$ cat src/design/cfrl_pkg.sv
// Shared definitions for the CAN identifier filter with rate limit.
// Holds the mode codes, command lengths and the search token that runs the cell chain.
// No dependencies.
package cfrl_pkg;

  // Default table depth.
  localparam int unsigned MAX_ENTRIES_DEF = 64;

  // Item modes.
  localparam logic [1:0] MODE_FRAME     = 2'd0;
  localparam logic [1:0] MODE_DENY_ALL  = 2'd1;
  localparam logic [1:0] MODE_ALLOW_ALL = 2'd2;
  localparam logic [1:0] MODE_ALLOW_ONE = 2'd3;

  // Required command byte lengths.
  localparam logic [7:0] LEN_DENY_ALL  = 8'd1;
  localparam logic [7:0] LEN_ALLOW_ALL = 8'd3;
  localparam logic [7:0] LEN_ALLOW_ONE = 8'd7;

  // Token that walks the chain of table cells, one cell per cycle.
  typedef struct packed {
    logic        valid;     // token present
    logic        is_frame;  // 1: frame lookup, 0: allow-one command
    logic        ins_en;    // an unknown identifier may be added
    logic [31:0] ident;     // identifier searched for
    logic [31:0] now;       // frame time
    logic [15:0] interval;  // interval for a new or updated entry
    logic        found;     // an earlier cell held the identifier
    logic        inserted;  // a free cell took the identifier
    logic        notify;    // the frame is passed on
  } tok_t;

endpackage

$ cat src/design/cfrl_cell.sv
// One table entry of the identifier filter, as a cell of the search chain.
// Compares, updates or fills its entry as the token passes, then hands the token on.
// Depends on cfrl_pkg.
module cfrl_cell #(
  parameter int unsigned MAX_ENTRIES = cfrl_pkg::MAX_ENTRIES_DEF,
  parameter int unsigned IDX         = 0
) (
  input  logic                                 clk_i,
  input  logic                                 rst_ni,
  input  logic [$clog2(MAX_ENTRIES+1)-1:0]     count_i,
  input  cfrl_pkg::tok_t                       tok_i,
  output cfrl_pkg::tok_t                       tok_o
);

  localparam int unsigned CNT_W = $clog2(MAX_ENTRIES + 1);
  localparam logic [CNT_W-1:0] IDX_C = CNT_W'(IDX);

  logic [31:0] ident_q, ident_d;
  logic [15:0] interval_q, interval_d;
  logic [31:0] last_q, last_d;
  logic        seen_q, seen_d;
  cfrl_pkg::tok_t tok_q, tok_d;

  logic in_use, at_free, hit, fill, hold;
  logic [31:0] elapsed;

  assign in_use  = IDX_C < count_i;
  assign at_free = IDX_C == count_i;
  assign elapsed = tok_i.now - last_q;
  assign hold    = seen_q && (interval_q != 16'd0) && (elapsed < {16'd0, interval_q});
  assign hit     = tok_i.valid && in_use && !tok_i.found && (ident_q == tok_i.ident);
  assign fill    = tok_i.valid && at_free && !tok_i.found && tok_i.ins_en;

  always_comb begin
    ident_d    = ident_q;
    interval_d = interval_q;
    last_d     = last_q;
    seen_d     = seen_q;
    tok_d      = tok_i;
    if (hit) begin
      tok_d.found = 1'b1;
      if (tok_i.is_frame) begin
        if (!hold) begin
          seen_d       = 1'b1;
          last_d       = tok_i.now;
          tok_d.notify = 1'b1;
        end
      end else begin
        interval_d = tok_i.interval;
      end
    end else if (fill) begin
      // A new entry passes its first frame at once.
      tok_d.inserted = 1'b1;
      ident_d        = tok_i.ident;
      interval_d     = tok_i.interval;
      if (tok_i.is_frame) begin
        seen_d       = 1'b1;
        last_d       = tok_i.now;
        tok_d.notify = 1'b1;
      end else begin
        seen_d = 1'b0;
        last_d = 32'd0;
      end
    end
  end

  always_ff @(posedge clk_i) begin
    ident_q    <= ident_d;
    interval_q <= interval_d;
    last_q     <= last_d;
    seen_q     <= seen_d;
  end

  always_ff @(posedge clk_i or negedge rst_ni) begin
    if (!rst_ni) begin
      tok_q <= '0;
    end else begin
      tok_q <= tok_d;
    end
  end

  assign tok_o = tok_q;

endmodule

$ cat config.mk
export PLATFORM = sky130hd
export DESIGN_NAME = cfrl_cell
export DESIGN_NICKNAME = d
export VERILOG_FILES = /design/src/design/cfrl_pkg.sv /design/src/design/cfrl_cell.sv
export SDC_FILE = /design/constraint.sdc
export NUM_CORES = 1
export LEC_CHECK = 0
export ABC_AREA = 1
export BUFFER_PORTS_ARGS = -buffer_cell sky130_fd_sc_hd__buf_2
export CAP_MARGIN = 40
export CORE_UTILIZATION = 55
export DETAILED_ROUTE_END_ITERATION = 8
export PLACE_DENSITY = 0.8
export SYNTH_ARGS = -nofsm -noshare
export SYNTH_HDL_FRONTEND = slang
export SYNTH_SLANG_ARGS = --single-unit
$ cat constraint.sdc
create_clock -name clk_i -period 7.4 [get_ports clk_i]
set_clock_uncertainty 0.15 [all_clocks]
set_input_delay 0.74 -clock clk_i [delete_from_list [all_inputs] [get_ports clk_i]]
set_output_delay 0.74 -clock clk_i [all_outputs]
set_load 0.03 [all_outputs]
-- Word level (Yosys, flattened, before mapping)
Index checks and enable logic that the tools add are counted.
- $add $sub $neg: 1
- magnitude comparators: 2
- equal/unequal tests: 4
- mux-type cells: 20
- bitwise operators: 1
- reduce and logical (&&, ||, !) cells: 15
- operator list (operator ; number):
    32-bit two-way mux ; 5
    16-bit two-way mux ; 3
    32-bit equality test ; 1
    32-bit by 16-bit less-than comparator with 1-bit output ; 1
    32-bit subtractor ; 1
    16-bit nonzero test ; 1
    1-bit two-way mux ; 11
    1-bit logical AND ; 8
    7-bit logical NOT ; 1
    1-bit by 7-bit less-than comparator with 1-bit output, first input constant ; 1
    2-bit inequality test, second input constant ; 3
    2-bit AND reduction ; 2
    3-bit AND reduction ; 1
    2-bit two-way mux ; 1
    2-bit nonzero test ; 1
    1-bit logical NOT ; 1
    1-bit inverter ; 1
- bits in registers: 167
- output and inout bits: 86
- word-level logic and storage cells: 56

-- Longest topological paths before layout
Gate-level depths: netlist of run 1.
- word-level depth: 6
- depth in mapped cells: 24
- gate-level depth less buffers: 24

-- Worst setup path after synthesis of run 1
Ideal clock, no wire load.
- path type: input port to flip-flop
- start: input tok_i[19] (netlist name)
- end: register last_q[0] (enable)
- arrival time: 3.467 ns
- required time: 6.765 ns
- slack: 3.297 ns
- cell stages on the path: 22
- cell sequence: inv_1 ha_1 fa_1 inv_1 nand2_1 nand3_1 nand2_1 nand2_1 xor2_1 ha_1 nand2_1 o211ai_1 a21oi_1 nand2_1 nor2_1 nand2_1 nor2_1 nand2_1 nor2_1 nand3_1 nand2_1 nand2_1
- longest elaborated chain between the ends: 5
- ends and longest elaborated chain (what ; line ; source):
    start, declared ; cfrl_cell.sv:11 ; input cfrl_pkg::tok_t tok_i,
    32-bit subtractor ; cfrl_cell.sv:29 ; assign elapsed = tok_i.now - last_q;
    32-bit by 16-bit less-than comparator with 1-bit output ; cfrl_cell.sv:30 ; assign hold = seen_q && (interval_q != 16'd0) && (elapsed < {16'd0, interval_q});
    1-bit logical AND ; cfrl_cell.sv:30 ;
    2-bit inequality test (no line) ; -- ;
    3-bit AND reduction (no line) ; -- ;
    end signal, assigned ; cfrl_cell.sv:70 ; last_q <= last_d;
    end, declared ; cfrl_cell.sv:20 ; logic [31:0] last_q, last_d;
No other way between the ends.
A chain may end at the register's enable or synchronous reset.

-- Worst setup path after layout of run 1
- start: input tok_i[21] (netlist name)
- end: register last_q[2] (enable)
The elaborated chain is that of the path after synthesis.

==> flow_metrics.py, run 1 <==
metrics = {
    "outcome": {
        "outcome": "finished clean",
    },
    "cells_and_area": {
        "drive_gt1_share_pct": 20.9,
        "diodes": 0,
        "fillers": 1326,
        "stdcell_area_mm2": 0.0105,
        "synthToLayoutAreaGrowth_pct": 20.4,
        "fin_nets": 1348,
    },
    "timing": {
        "worst_slew_pin_slew_ns": 0.672,
        "rsz0062_at_grt": "no",
        "setup_viol": 0,
        "drv_slew": 0,
        "finalCritPeriodShare_pct": 50.2,
        "tns_ns": 0,
        "hold_violations": 0,
        "fmaxAchievable_ghz": 0.269,
        "slew_headroom_pct": 55.2,
        "period_needed_ns": 3.72,
        "hold_slack_ns": 0.0953,
    },
    "cts": {
        "cts_resized": 0,
        "clockBufferDepth": 2,
        "cts_buffers": 17,
        "root_buffer": "clkbuf_16",
        "hold_buffers": 0,
        "clk_pin_slew_ns": 0.07,
        "cts_tree": "done",
        "clock-sinks": 167,
        "cts_max_level": 4,
        "clock_latency_ns": 0.43,
        "cts_setup_buffers": 0,
    },
    "global_routing": {
        "track_usage_pct": 27.8,
        "grt_max_degree": 56,
        "grt.met3_usage_pct": 6.72,
        "grt_pass1_vias": 7098,
        "globalRouteMet2Util_pct": 49.3,
        "use_met1_pct": 33.4,
        "antenna_found_initial": 1,
        "grt_pass1_wl_um": 34200,
        "grt_overflow_total": 0,
        "grt_busiest_layer": "met2",
    },
    "synthesis": {
        "synth_warnings": 0,
        "synth_area_leaders": "edfxtp_1 28%, dfrtp_1 25%, nand2_1 12%",
        "synth.avg_cell_area_um2": 8.67,
        "syn_nets": 1150,
        "yosys.area.top_type_share_pct": 27.8,
        "yosysUniqueCellTypes": 37,
        "synth_top_area_cell": "edfxtp_1",
        "synth_area_mm2": 0.00873,
        "synthCells": 1008,
        "ys_seq_area_share_pct": 52.5,
        "ys_seq_elements": 167,
    },
    "setup_path": {
        "worst-path-buf-inv": 3,
        "crit_path_end_kind": "flip-flop",
        "critPathMaxFanout": 33,
        "startpoint": "tok_i[21]",
        "crit_slowest_cell": "buf_4",
        "critPathArrivalTime_ns": 3.63,
        "timing.rr.start": "last_q[2]",
        "critPathKind": "in -> reg",
        "path_delay_family": "simple AND/OR/NAND/NOR gates",
        "cpPeakStageDelay_ns": 0.45,
        "critPathRequiredTime_ns": 7.32,
        "worstSetupStartpointType": "input port",
        "path_common_cell": "nand2_1",
    },
    "routing": {
        "wire_per_inst_um": 14.9,
        "wirelength_um": 21300,
        "vias": 7160,
        "dr.pass1.iters": 6,
        "antenna_left": 0,
        "viasPerCell": 5.01,
        "drc": 0,
        "first_iter_violations": 415,
    },
    "pwr": {
        "combPwrFrac_pct": 12.0,
        "clock_power_share_pct": 41.2,
        "power_density_mw_per_mm2": 204,
        "leakagePower_nw": 5.57,
        "internal-power_mw": 1.57,
        "p_seq_share_pct": 46.7,
        "peakVddDrop_mv": 0.185,
        "p_switching_mw": 0.578,
        "p_sw_share_pct": 26.9,
    },
    "floorplan": {
        "num_rows": 45,
        "coreArea_mm2": 0.0154,
        "chipHeight_um": 128,
        "start_util_pct": 56.8,
        "die_w_um": 128,
        "die_area_mm2": 0.0164,
        "boundaryPins": 181,
    },
    "flow_run": {
        "max_cap_viol_count": 0,
    },
    "place": {
        "dp_hpwl_um": 16700,
        "place_area_mm2": 0.00992,
        "place_congestion": 0.952,
        "io_buffer_count": 180,
    },
    "worst_hold_path": {
        "hold_class": "in -> async",
    },
}
-- flip-flops by register name (all words and copies together), names as in the netlist --
name / count
ident_q: 32
interval_q: 16
tok_o: 86
seen_q: 1
last_q: 32
-- synthesized netlist by cell type --
library cell / n
a211oi_1: 1
a21o_1: 1
a21oi_1: 25
a31oi_1: 1
and2_1: 4
and3_1: 3
buf_2: 3
clkbuf_1: 3
dfrtp_1: 86
edfxtp_1: 81
fa_1: 1
ha_1: 46
inv_1: 210
inv_2: 6
nand2_1: 284
nand2_2: 6
nand2_4: 1
nand3_1: 35
nand3b_1: 2
nand4_1: 22
nor2_1: 73
nor2_2: 6
nor2_4: 1
nor3_1: 13
nor3_2: 3
nor3b_1: 3
nor4_1: 9
nor4b_1: 1
o2111ai_1: 1
o211ai_1: 1
o21a_1: 29
o21ai_0: 7
o21bai_1: 2
or2_0: 1
or2_2: 14
xnor2_1: 4
xor2_1: 19
-- cell families (layout without fill, tap and decap cells) --
kind of cell	after synthesis	after routing	share of synthesized area (%)
buffers and inverters	222	433	9.58
DFF	167	167	52.5
AOI/OAI and AO/OA	68	68	4.93
adders and majority gates	47	47	6.82
and+or+nand+nor	481	481	23.9
xor gates and xnor gates	23	23	2.31
-- final cells by class --
class | instances | area [um^2] | area share, %
flip-flops and latches | 167 | 4580 | 43.6
inverters | 216 | 811 | 7.71
clock buffers | 18 | 439 | 4.18
well taps | 211 | 264 | 2.51
multi-input cells | 619 | 3320 | 31.5
repair buffers | 185 | 941 | 8.95
clock inverters | 14 | 161 | 1.53
-- cell usage in the layout, fill, tap and decap left out, drive strengths merged --
cell,n
nand3,35
o21bai,2
nor4,9
dfrtp,86
clkinv,3
nor2,80
nor3,16
a21oi,25
nor4b,1
nand2,291
and3,3
buf,185
o211ai,1
xnor2,4
a31oi,1
or2,15
clkbuf,18
bufinv,1
a21o,1
fa,1
nand3b,2
ha,46
o21a,29
o2111ai,1
edfxtp,81
and2,4
o21ai,7
clkinvlp,3
xor2,19
inv,223
nor3b,3
nand4,22
a211oi,1
-- power groups by stage --
stage	registers, mW	clock network (mW)	logic, mW
after floorplan	1.07	0	0.102
after global placement	1.02	0	0.253
after detailed placement	1.02	0	0.257
after CTS	1.00	0.897	0.259
after global routing	1.01	0.936	0.285
final	1.00	0.886	0.258
-- routing by layer --
layer | share of wire (%) | vias to the layer above
met5 | 0.070 | -
met4 | 2.4 | 2
met3 | 6.3 | 36
met2 | 50 | 236
met1 | 42 | 3318
li1 | - | 3568
-- stage by stage --
step	utilization, %	std cells	power (mW)	setup WS, ns
floorplan	-	1008	1.18	3.30
global placement	64.5	1397	1.27	3.37
detailed placement	64.5	1398	1.28	3.30
CTS	68.4	1430	2.16	3.70
global route	68.4	1430	2.23	3.38
finish	68.4	1430	2.15	3.68
-- final timing paths --
kind                              to  slack, ns  depth (start not counted)
max                        last_q[2]       3.68                         25
min                        tok_o[21]        0.1                          1
max reg2reg                last_q[2]       3.77                         25
min reg2reg                 tok_o[2]       0.61                          5
max in group asynchronous  tok_o[72]       5.97                          2
min in group clk_i          tok_o[3]       0.28                          1
No activity file was read; power rests on OpenSTA's default activity.
==> run 2, diff against run 1 <==
Settings changed: ABC_AREA 1 to 0, CORE_UTILIZATION 55 to 49, PLACE_DENSITY 0.8 to 0.76.
Clock period 7.4 ns to 3.2 ns, I/O delays scaled along.
==> run 2 against run 1 <==
The run now ends with negative setup slack left. Cell area grew 12%. Flip-flop and latch count is the same. Non-clock buffer count grew 231. Count of clock-buffer cells in the layout is the same. First-iteration DRC count shrank 5.1%. Via count shrank 3.3%. Clock power grew 130%. Critical path depth shrank 4. Area after synthesis shrank 8.0%. Synthesized cell count shrank 31%. Utilization grew 5.4 points.
==> flow_metrics.py, run 2 <==
metrics = {
    "synthesis": {
        "ys_seq_elements": 167,
        "syn_nets": 833,
        "yosys.area.top_type_share_pct": 30.3,
        "synth_area_mm2": 0.00804,
        "synth_top_area_cell": "edfxtp_1",
        "synthCells": 691,
        "synth_warnings": 0,
        "synth.avg_cell_area_um2": 11.6,
        "synth-async-reset-ratio_pct": 51.5,
        "synthTopCellsByCount": "86 x dfrtp_1, 81 x edfxtp_1, 53 x inv_1, 46 x ha_1, 42 x a21oi_1",
        "ys.flop_type": "dfrtp_1",
        "synth_area_leaders": "edfxtp_1 30%, dfrtp_1 27%, ha_1 7.2%",
        "post-synth-top-count-cell": "dfrtp_1",
        "yosysUniqueCellTypes": 69,
        "ys_seq_area_share_pct": 57.1,
        "synth-edff-count": 81,
    },
    "flow_run": {
        "max_cap_viol_count": 0,
    },
    "timing": {
        "worst_slew_pin_slew_ns": 0.616,
        "period_needed_ns": 4.49,
        "hold_slack_ns": 0.0662,
        "fmaxAchievable_ghz": 0.223,
        "fin_ws_ns": -1.29,
        "setup_viol": 34,
        "drv_slew": 0,
        "rsz0062_at_grt": "yes",
        "hold_violations": 0,
        "slew_headroom_pct": 58.9,
        "finalCritPeriodShare_pct": 140,
    },
    "routing": {
        "wire_per_inst_um": 17.1,
        "dr.pass1.iters": 5,
        "viasPerCell": 5.19,
        "vias": 6921,
        "drc": 0,
        "antenna_left": 0,
        "first_iter_violations": 394,
        "wirelength_um": 22900,
    },
    "cells_and_area": {
        "drive_gt1_share_pct": 34.6,
        "post-route-util_pct": 73.9,
        "largest_reg_flops": 86,
        "synthToLayoutAreaGrowth_pct": 46.5,
        "final_common_cell": "buf_2",
        "fin_nets": 1246,
        "diodes": 0,
        "layout_common_cells": "179 x buf_2, 148 x buf_4, 87 x dlygate4sd3_1",
    },
    "cts": {
        "root_buffer": "clkbuf_16",
        "cts_tree": "done",
        "clockBufferDepth": 2,
        "clock_latency_ns": 0.43,
        "clock-sinks": 167,
        "clk_pin_slew_ns": 0.07,
        "cts_buffers": 17,
        "cts_max_level": 4,
    },
    "global_routing": {
        "use_met1_pct": 36.0,
        "grt_busiest_layer": "met2",
        "track_usage_pct": 28.5,
        "grt.met3_usage_pct": 6.40,
        "grt_max_degree": 34,
        "grt_pass1_vias": 7097,
        "globalRouteMet2Util_pct": 48.2,
        "antenna_found_initial": 0,
        "grt_pass1_wl_um": 36000,
        "grt_overflow_total": 0,
    },
    "outcome": {
        "violations": "negative setup slack",
        "outcome": "finished, violations left",
    },
    "floorplan": {
        "num_rows": 46,
        "start_util_pct": 50.4,
        "die_area_mm2": 0.0169,
        "die_w_um": 130,
        "chipHeight_um": 130,
        "coreArea_mm2": 0.0159,
        "boundaryPins": 181,
    },
    "setup_path": {
        "worstSetupStartpointType": "flip-flop",
        "critPathMaxFanout": 23,
        "critPathArrivalTime_ns": 4.51,
        "critPathRequiredTime_ns": 3.23,
        "crit_path_end_kind": "flip-flop",
        "critPathKind": "reg -> reg",
        "reg2reg_depth": 21,
    },
    "pwr": {
        "fin_total_pwr_mw": 5.18,
        "leakagePower_nw": 5.40,
        "peakVddDrop_mv": 0.383,
        "power_density_mw_per_mm2": 440,
    },
    "place": {
        "place_congestion": 0.900,
        "io_buffer_count": 180,
        "dp_hpwl_um": 15800,
    },
    "worst_hold_path": {
        "hold_class": "in -> reg",
        "hold_depth": 2,
    },
}
-- run 2: changes by cell type after synthesis, sizes merged, moves of 10 or more --
cell and delta:
xor2 +15, inv -163, nor2b +35, a21oi +19
nand3 -27, xnor2 +12, nand2b +11, nand2 -252
o21a -21, clkbuf +10, or2 -12, nor2 -43
o21ai +18
-- run 2: path summary, 6_finish.rpt --
path                                    to  slack [ns]        start
min in group asynchronous        tok_o[25]        0.19       rst_ni
worst max-delay path            last_q[22]       -1.29    last_q[0]
worst max register to register  last_q[22]       -1.29    last_q[0]
max in group asynchronous        tok_o[42]        1.99       rst_ni
worst min-delay path             last_q[4]        0.07    tok_i[23]
worst min register to register    tok_o[0]        0.74  ident_q[28]
-- run 2: worst max-delay path, stage by stage (launching register included) --
cell	delay, ns
edfxtp_1	0.37
ha_2	0.22
fa_2	0.39
nand2b_4	0.16
a21oi_4	0.16
o21ai_2	0.08
nand2_2	0.09
a21o_1	0.12
a21oi_2	0.07
o21bai_1	0.13
a21oi_1	0.09
xnor2_1	0.17
ha_1	0.26
nor2b_1	0.13
o21ai_1	0.11
o21ai_1	0.07
nor4_1	0.20
nand4_1	0.13
or4_4	0.54
o41ai_4	0.29
nand2_4	0.10
buf_12	0.19
-- run 2: area by class of cell --
class / instances / area, um^2
clock inverters: 14 / 154
clock buffers: 18 / 439
inverters: 53 / 199
fillers: 1103 / 4170
well taps: 216 / 270
repair buffers: 416 / 2910
multi-input cells: 449 / 3220
flip-flops and latches: 167 / 4580
-- run 2: layer usage --
| layer | up-vias | wire, um |
|---|---|---|
| met5 | - | 0 |
| met4 | 0 | 499 |
| met3 | 40 | 1330 |
| met2 | 262 | 11300 |
| met1 | 3283 | 9690 |
| li1 | 3336 | - |
-- run 2: cell families after synthesis --
logic type	synth area share, %
simple gates	14.9
flops	57.1
compound gates	11.1
buf+inv	3.64
xor+xnor	5.45
fa+ha+maj	7.41
mux	0.452
-- run 2: timing repair --
action	CTS	global route
endpoints found under the hold margin	159	0
resized for setup	1	2
hold buffers	87	0
buffers inserted	4	3
setup endpoints to repair	34	34
-- run 2: report_power, final --
part	internal, mW	switching (mW)	total, mW
logic	0.342	0.433	0.774
clock network	1.13	0.955	2.08
registers	2.31	0.0147	2.32
-- run 2: through the flow --
stage          setup TNS, ns  instances  instance area [um^2]  worst slack (ns)
2_1_floorplan         -36.94        691                  8090             -1.10
3_3_place_gp          -41.86       1208                 10300             -1.25
3_5_place_dp          -46.13       1208                 10300             -1.38
4_1_cts               -43.60       1330                 11700             -1.30
5_1_grt               -52.61       1333                 11800             -1.57
6_report              -42.96       1333                 11800             -1.29
==> run 3, diff against run 2 <==
Settings changed: CTS_BUF_LIST set to sky130_fd_sc_hd__clkbuf_8 sky130_fd_sc_hd__clkbuf_16, CTS_CLUSTER_SIZE set to 28, PLACE_DENSITY 0.76 to 0.72.
==> run 3 against run 2 <==
The flow still finishes with violations (negative setup slack). Hold slack worse by 0.0086 ns. Setup slack worse by 0.0044 ns. Critical path depth unchanged. Routed wire length up 3.2%. Non-clock buffer count up 5. Flip-flop and latch count unchanged. Total power down 0.39%. Via count up 1.2%. Maximum frequency about the same. Combinational power up 1%. Sequential power about the same. Die area unchanged.
==> flow_metrics.py, run 3 (same netlist as run 2, synthesis figures left out) <==
metrics = {
    "outcome": {
        "outcome": "finished, violations left",
        "violations": "negative setup slack",
    },
    "timing": {
        "slew_headroom_pct": 53.1,
        "worst_slew_pin_slew_ns": 0.704,
        "rsz0062_at_grt": "yes",
        "fmaxAchievable_ghz": 0.223,
        "tns_ns": -42.93,
        "period_needed_ns": 4.49,
        "hold_violations": 0,
        "setup_viol": 34,
        "hold_slack_ns": 0.0576,
        "fin_ws_ns": -1.29,
        "finalCritPeriodShare_pct": 140,
        "drv_slew": 0,
    },
    "cts": {
        "cts_buffers": 17,
        "cts_max_level": 4,
        "cts_tree": "done",
        "clock-sinks": 167,
        "clk_pin_slew_ns": 0.08,
        "clock_latency_ns": 0.44,
        "clockBufferDepth": 2,
        "root_buffer": "clkbuf_16",
    },
    "setup_path": {
        "worst-path-buf-inv": 1,
        "critPathArrivalTime_ns": 4.52,
        "path_cells": "ha_2, fa_2, nand2b_4, a21oi_4, o21ai_2, nand2_1, a21o_1, a21oi_2, o21bai_1, a21oi_1, xnor2_1, ha_1, nor2b_1, o21ai_1, o21ai_1, nor4_1, nand4_1, or4_4, o41ai_4, nand2_4, buf_12",
        "crit_slowest_cell": "or4_4",
        "cpPeakStageDelay_ns": 0.54,
        "timing.rr.start": "last_q[0]",
        "critPathRequiredTime_ns": 3.23,
        "critPathMaxFanout": 22,
        "path_delay_family": "simple AND/OR/NAND/NOR gates",
        "path_common_cell": "o21ai_1",
        "r2r_slack_ns": -1.29,
        "reg2reg_depth": 21,
        "worstSetupStartpointType": "flip-flop",
        "crit_path_end_kind": "flip-flop",
        "rr_endpoint": "last_q[18]",
        "critPathKind": "reg -> reg",
    },
    "floorplan": {
        "die_area_mm2": 0.0169,
        "die_w_um": 130,
        "boundaryPins": 181,
        "num_rows": 46,
        "chipHeight_um": 130,
        "start_util_pct": 50.4,
        "coreArea_mm2": 0.0159,
    },
    "cells_and_area": {
        "fillers": 1119,
        "final_common_cell": "buf_2",
        "synthToLayoutAreaGrowth_pct": 47.2,
        "largest_reg_flops": 86,
        "drive_gt1_share_pct": 34.8,
        "layout_common_cells": "179 x buf_2, 153 x buf_4, 87 x dlygate4sd3_1",
        "fin_nets": 1251,
        "layout.cells.non_filler": 1338,
        "diodes": 0,
    },
    "routing": {
        "wirelength_um": 23600,
        "viasPerCell": 5.23,
        "first_iter_violations": 371,
        "drc": 0,
        "wire_per_inst_um": 17.6,
        "vias": 7003,
        "antenna_left": 0,
        "dr.pass1.iters": 4,
    },
    "pwr": {
        "leakagePower_nw": 5.43,
        "power_density_mw_per_mm2": 436,
        "peakVddDrop_mv": 0.464,
    },
    "flow_run": {
        "max_cap_viol_count": 0,
    },
    "place": {
        "place_congestion": 0.924,
        "dp_hpwl_um": 15800,
        "dp.cells": 1216,
        "io_buffer_count": 180,
    },
    "global_routing": {
        "track_usage_pct": 29.7,
        "antenna_found_initial": 0,
        "grt_max_degree": 54,
        "grt_pass1_wl_um": 37400,
        "grt_pass1_vias": 7461,
        "grt_overflow_total": 0,
    },
    "worst_hold_path": {
        "hold_start": "tok_i[44]",
        "hold_end": "last_q[25]",
        "hold_depth": 2,
        "hold_class": "in -> reg",
    },
}
-- run 3: cell types whose count changed in the layout (fill, tap and decap cells not counted), sizes merged --
| cell | before | now |
|---|---|---|
| inv | 61 | 62 |
| clkbuf | 18 | 17 |
| bufinv | 1 | 0 |
| buf | 329 | 334 |
| clkinv | 4 | 6 |
| clkinvlp | 1 | 0 |
-- run 3: through the flow --
step / util [%] / cell area (um^2) / total power [mW] / setup slack (ns)
finish: 74.2 / 11800 / 5.16 / -1.29
floorplan: - / 8090 / 2.71 / -1.10
global route: 74.2 / 11800 / 5.34 / -1.55
CTS: 74.2 / 11800 / 5.16 / -1.27
detailed placement: 64.8 / 10300 / 3.04 / -1.33
global placement: 64.8 / 10300 / 3.03 / -1.25
-- run 3: final cells by class --
cell class              instances  area (um^2)  share of cell area [%]
flip-flops and latches        167         4580                    38.8
repair buffers                421         2960                    25.0
well taps                     216          270                    2.28
clock buffers                  17          425                    3.60
multi-input cells             449         3220                    27.2
inverters                      53          199                    1.68
clock inverters                15          174                    1.47
-- run 3: worst max-delay path by stage --
stage / from / endpoint / slack [ns] / depth (start not counted)
3_5_place_dp: tok_i[19] / last_q[19] / -1.33 / 23
4_1_cts: last_q[0] / last_q[22] / -1.27 / 21
2_1_floorplan: last_q[0] / last_q[0] / -1.10 / 20
5_1_grt: last_q[0] / last_q[22] / -1.55 / 21
3_3_place_gp: tok_i[19] / last_q[22] / -1.25 / 23
6_report: last_q[0] / last_q[18] / -1.29 / 21
-- run 3: report_power, final --
part | internal [mW] | leakage, nW | switching, mW
sequential | 2.31 | 1.69 | 0.0157
combinational | 0.345 | 3.44 | 0.438
clock | 1.06 | 0.294 | 0.994
total | 3.71 | 5.43 | 1.45
-- run 3: layer usage --
layer	GRT usage (%)	share of wire (%)
met5	0	0
met4	10.9	2.3
met3	6.44	5.0
met2	52.9	51
met1	35.3	41
-- run 3: timing repair --
action                     4_1_cts  5_1_grt
setup endpoints to repair       34       34
resized for setup                0        2
hold endpoints to repair       185        0
hold buffers                    87        0
setup buffers                    4        1
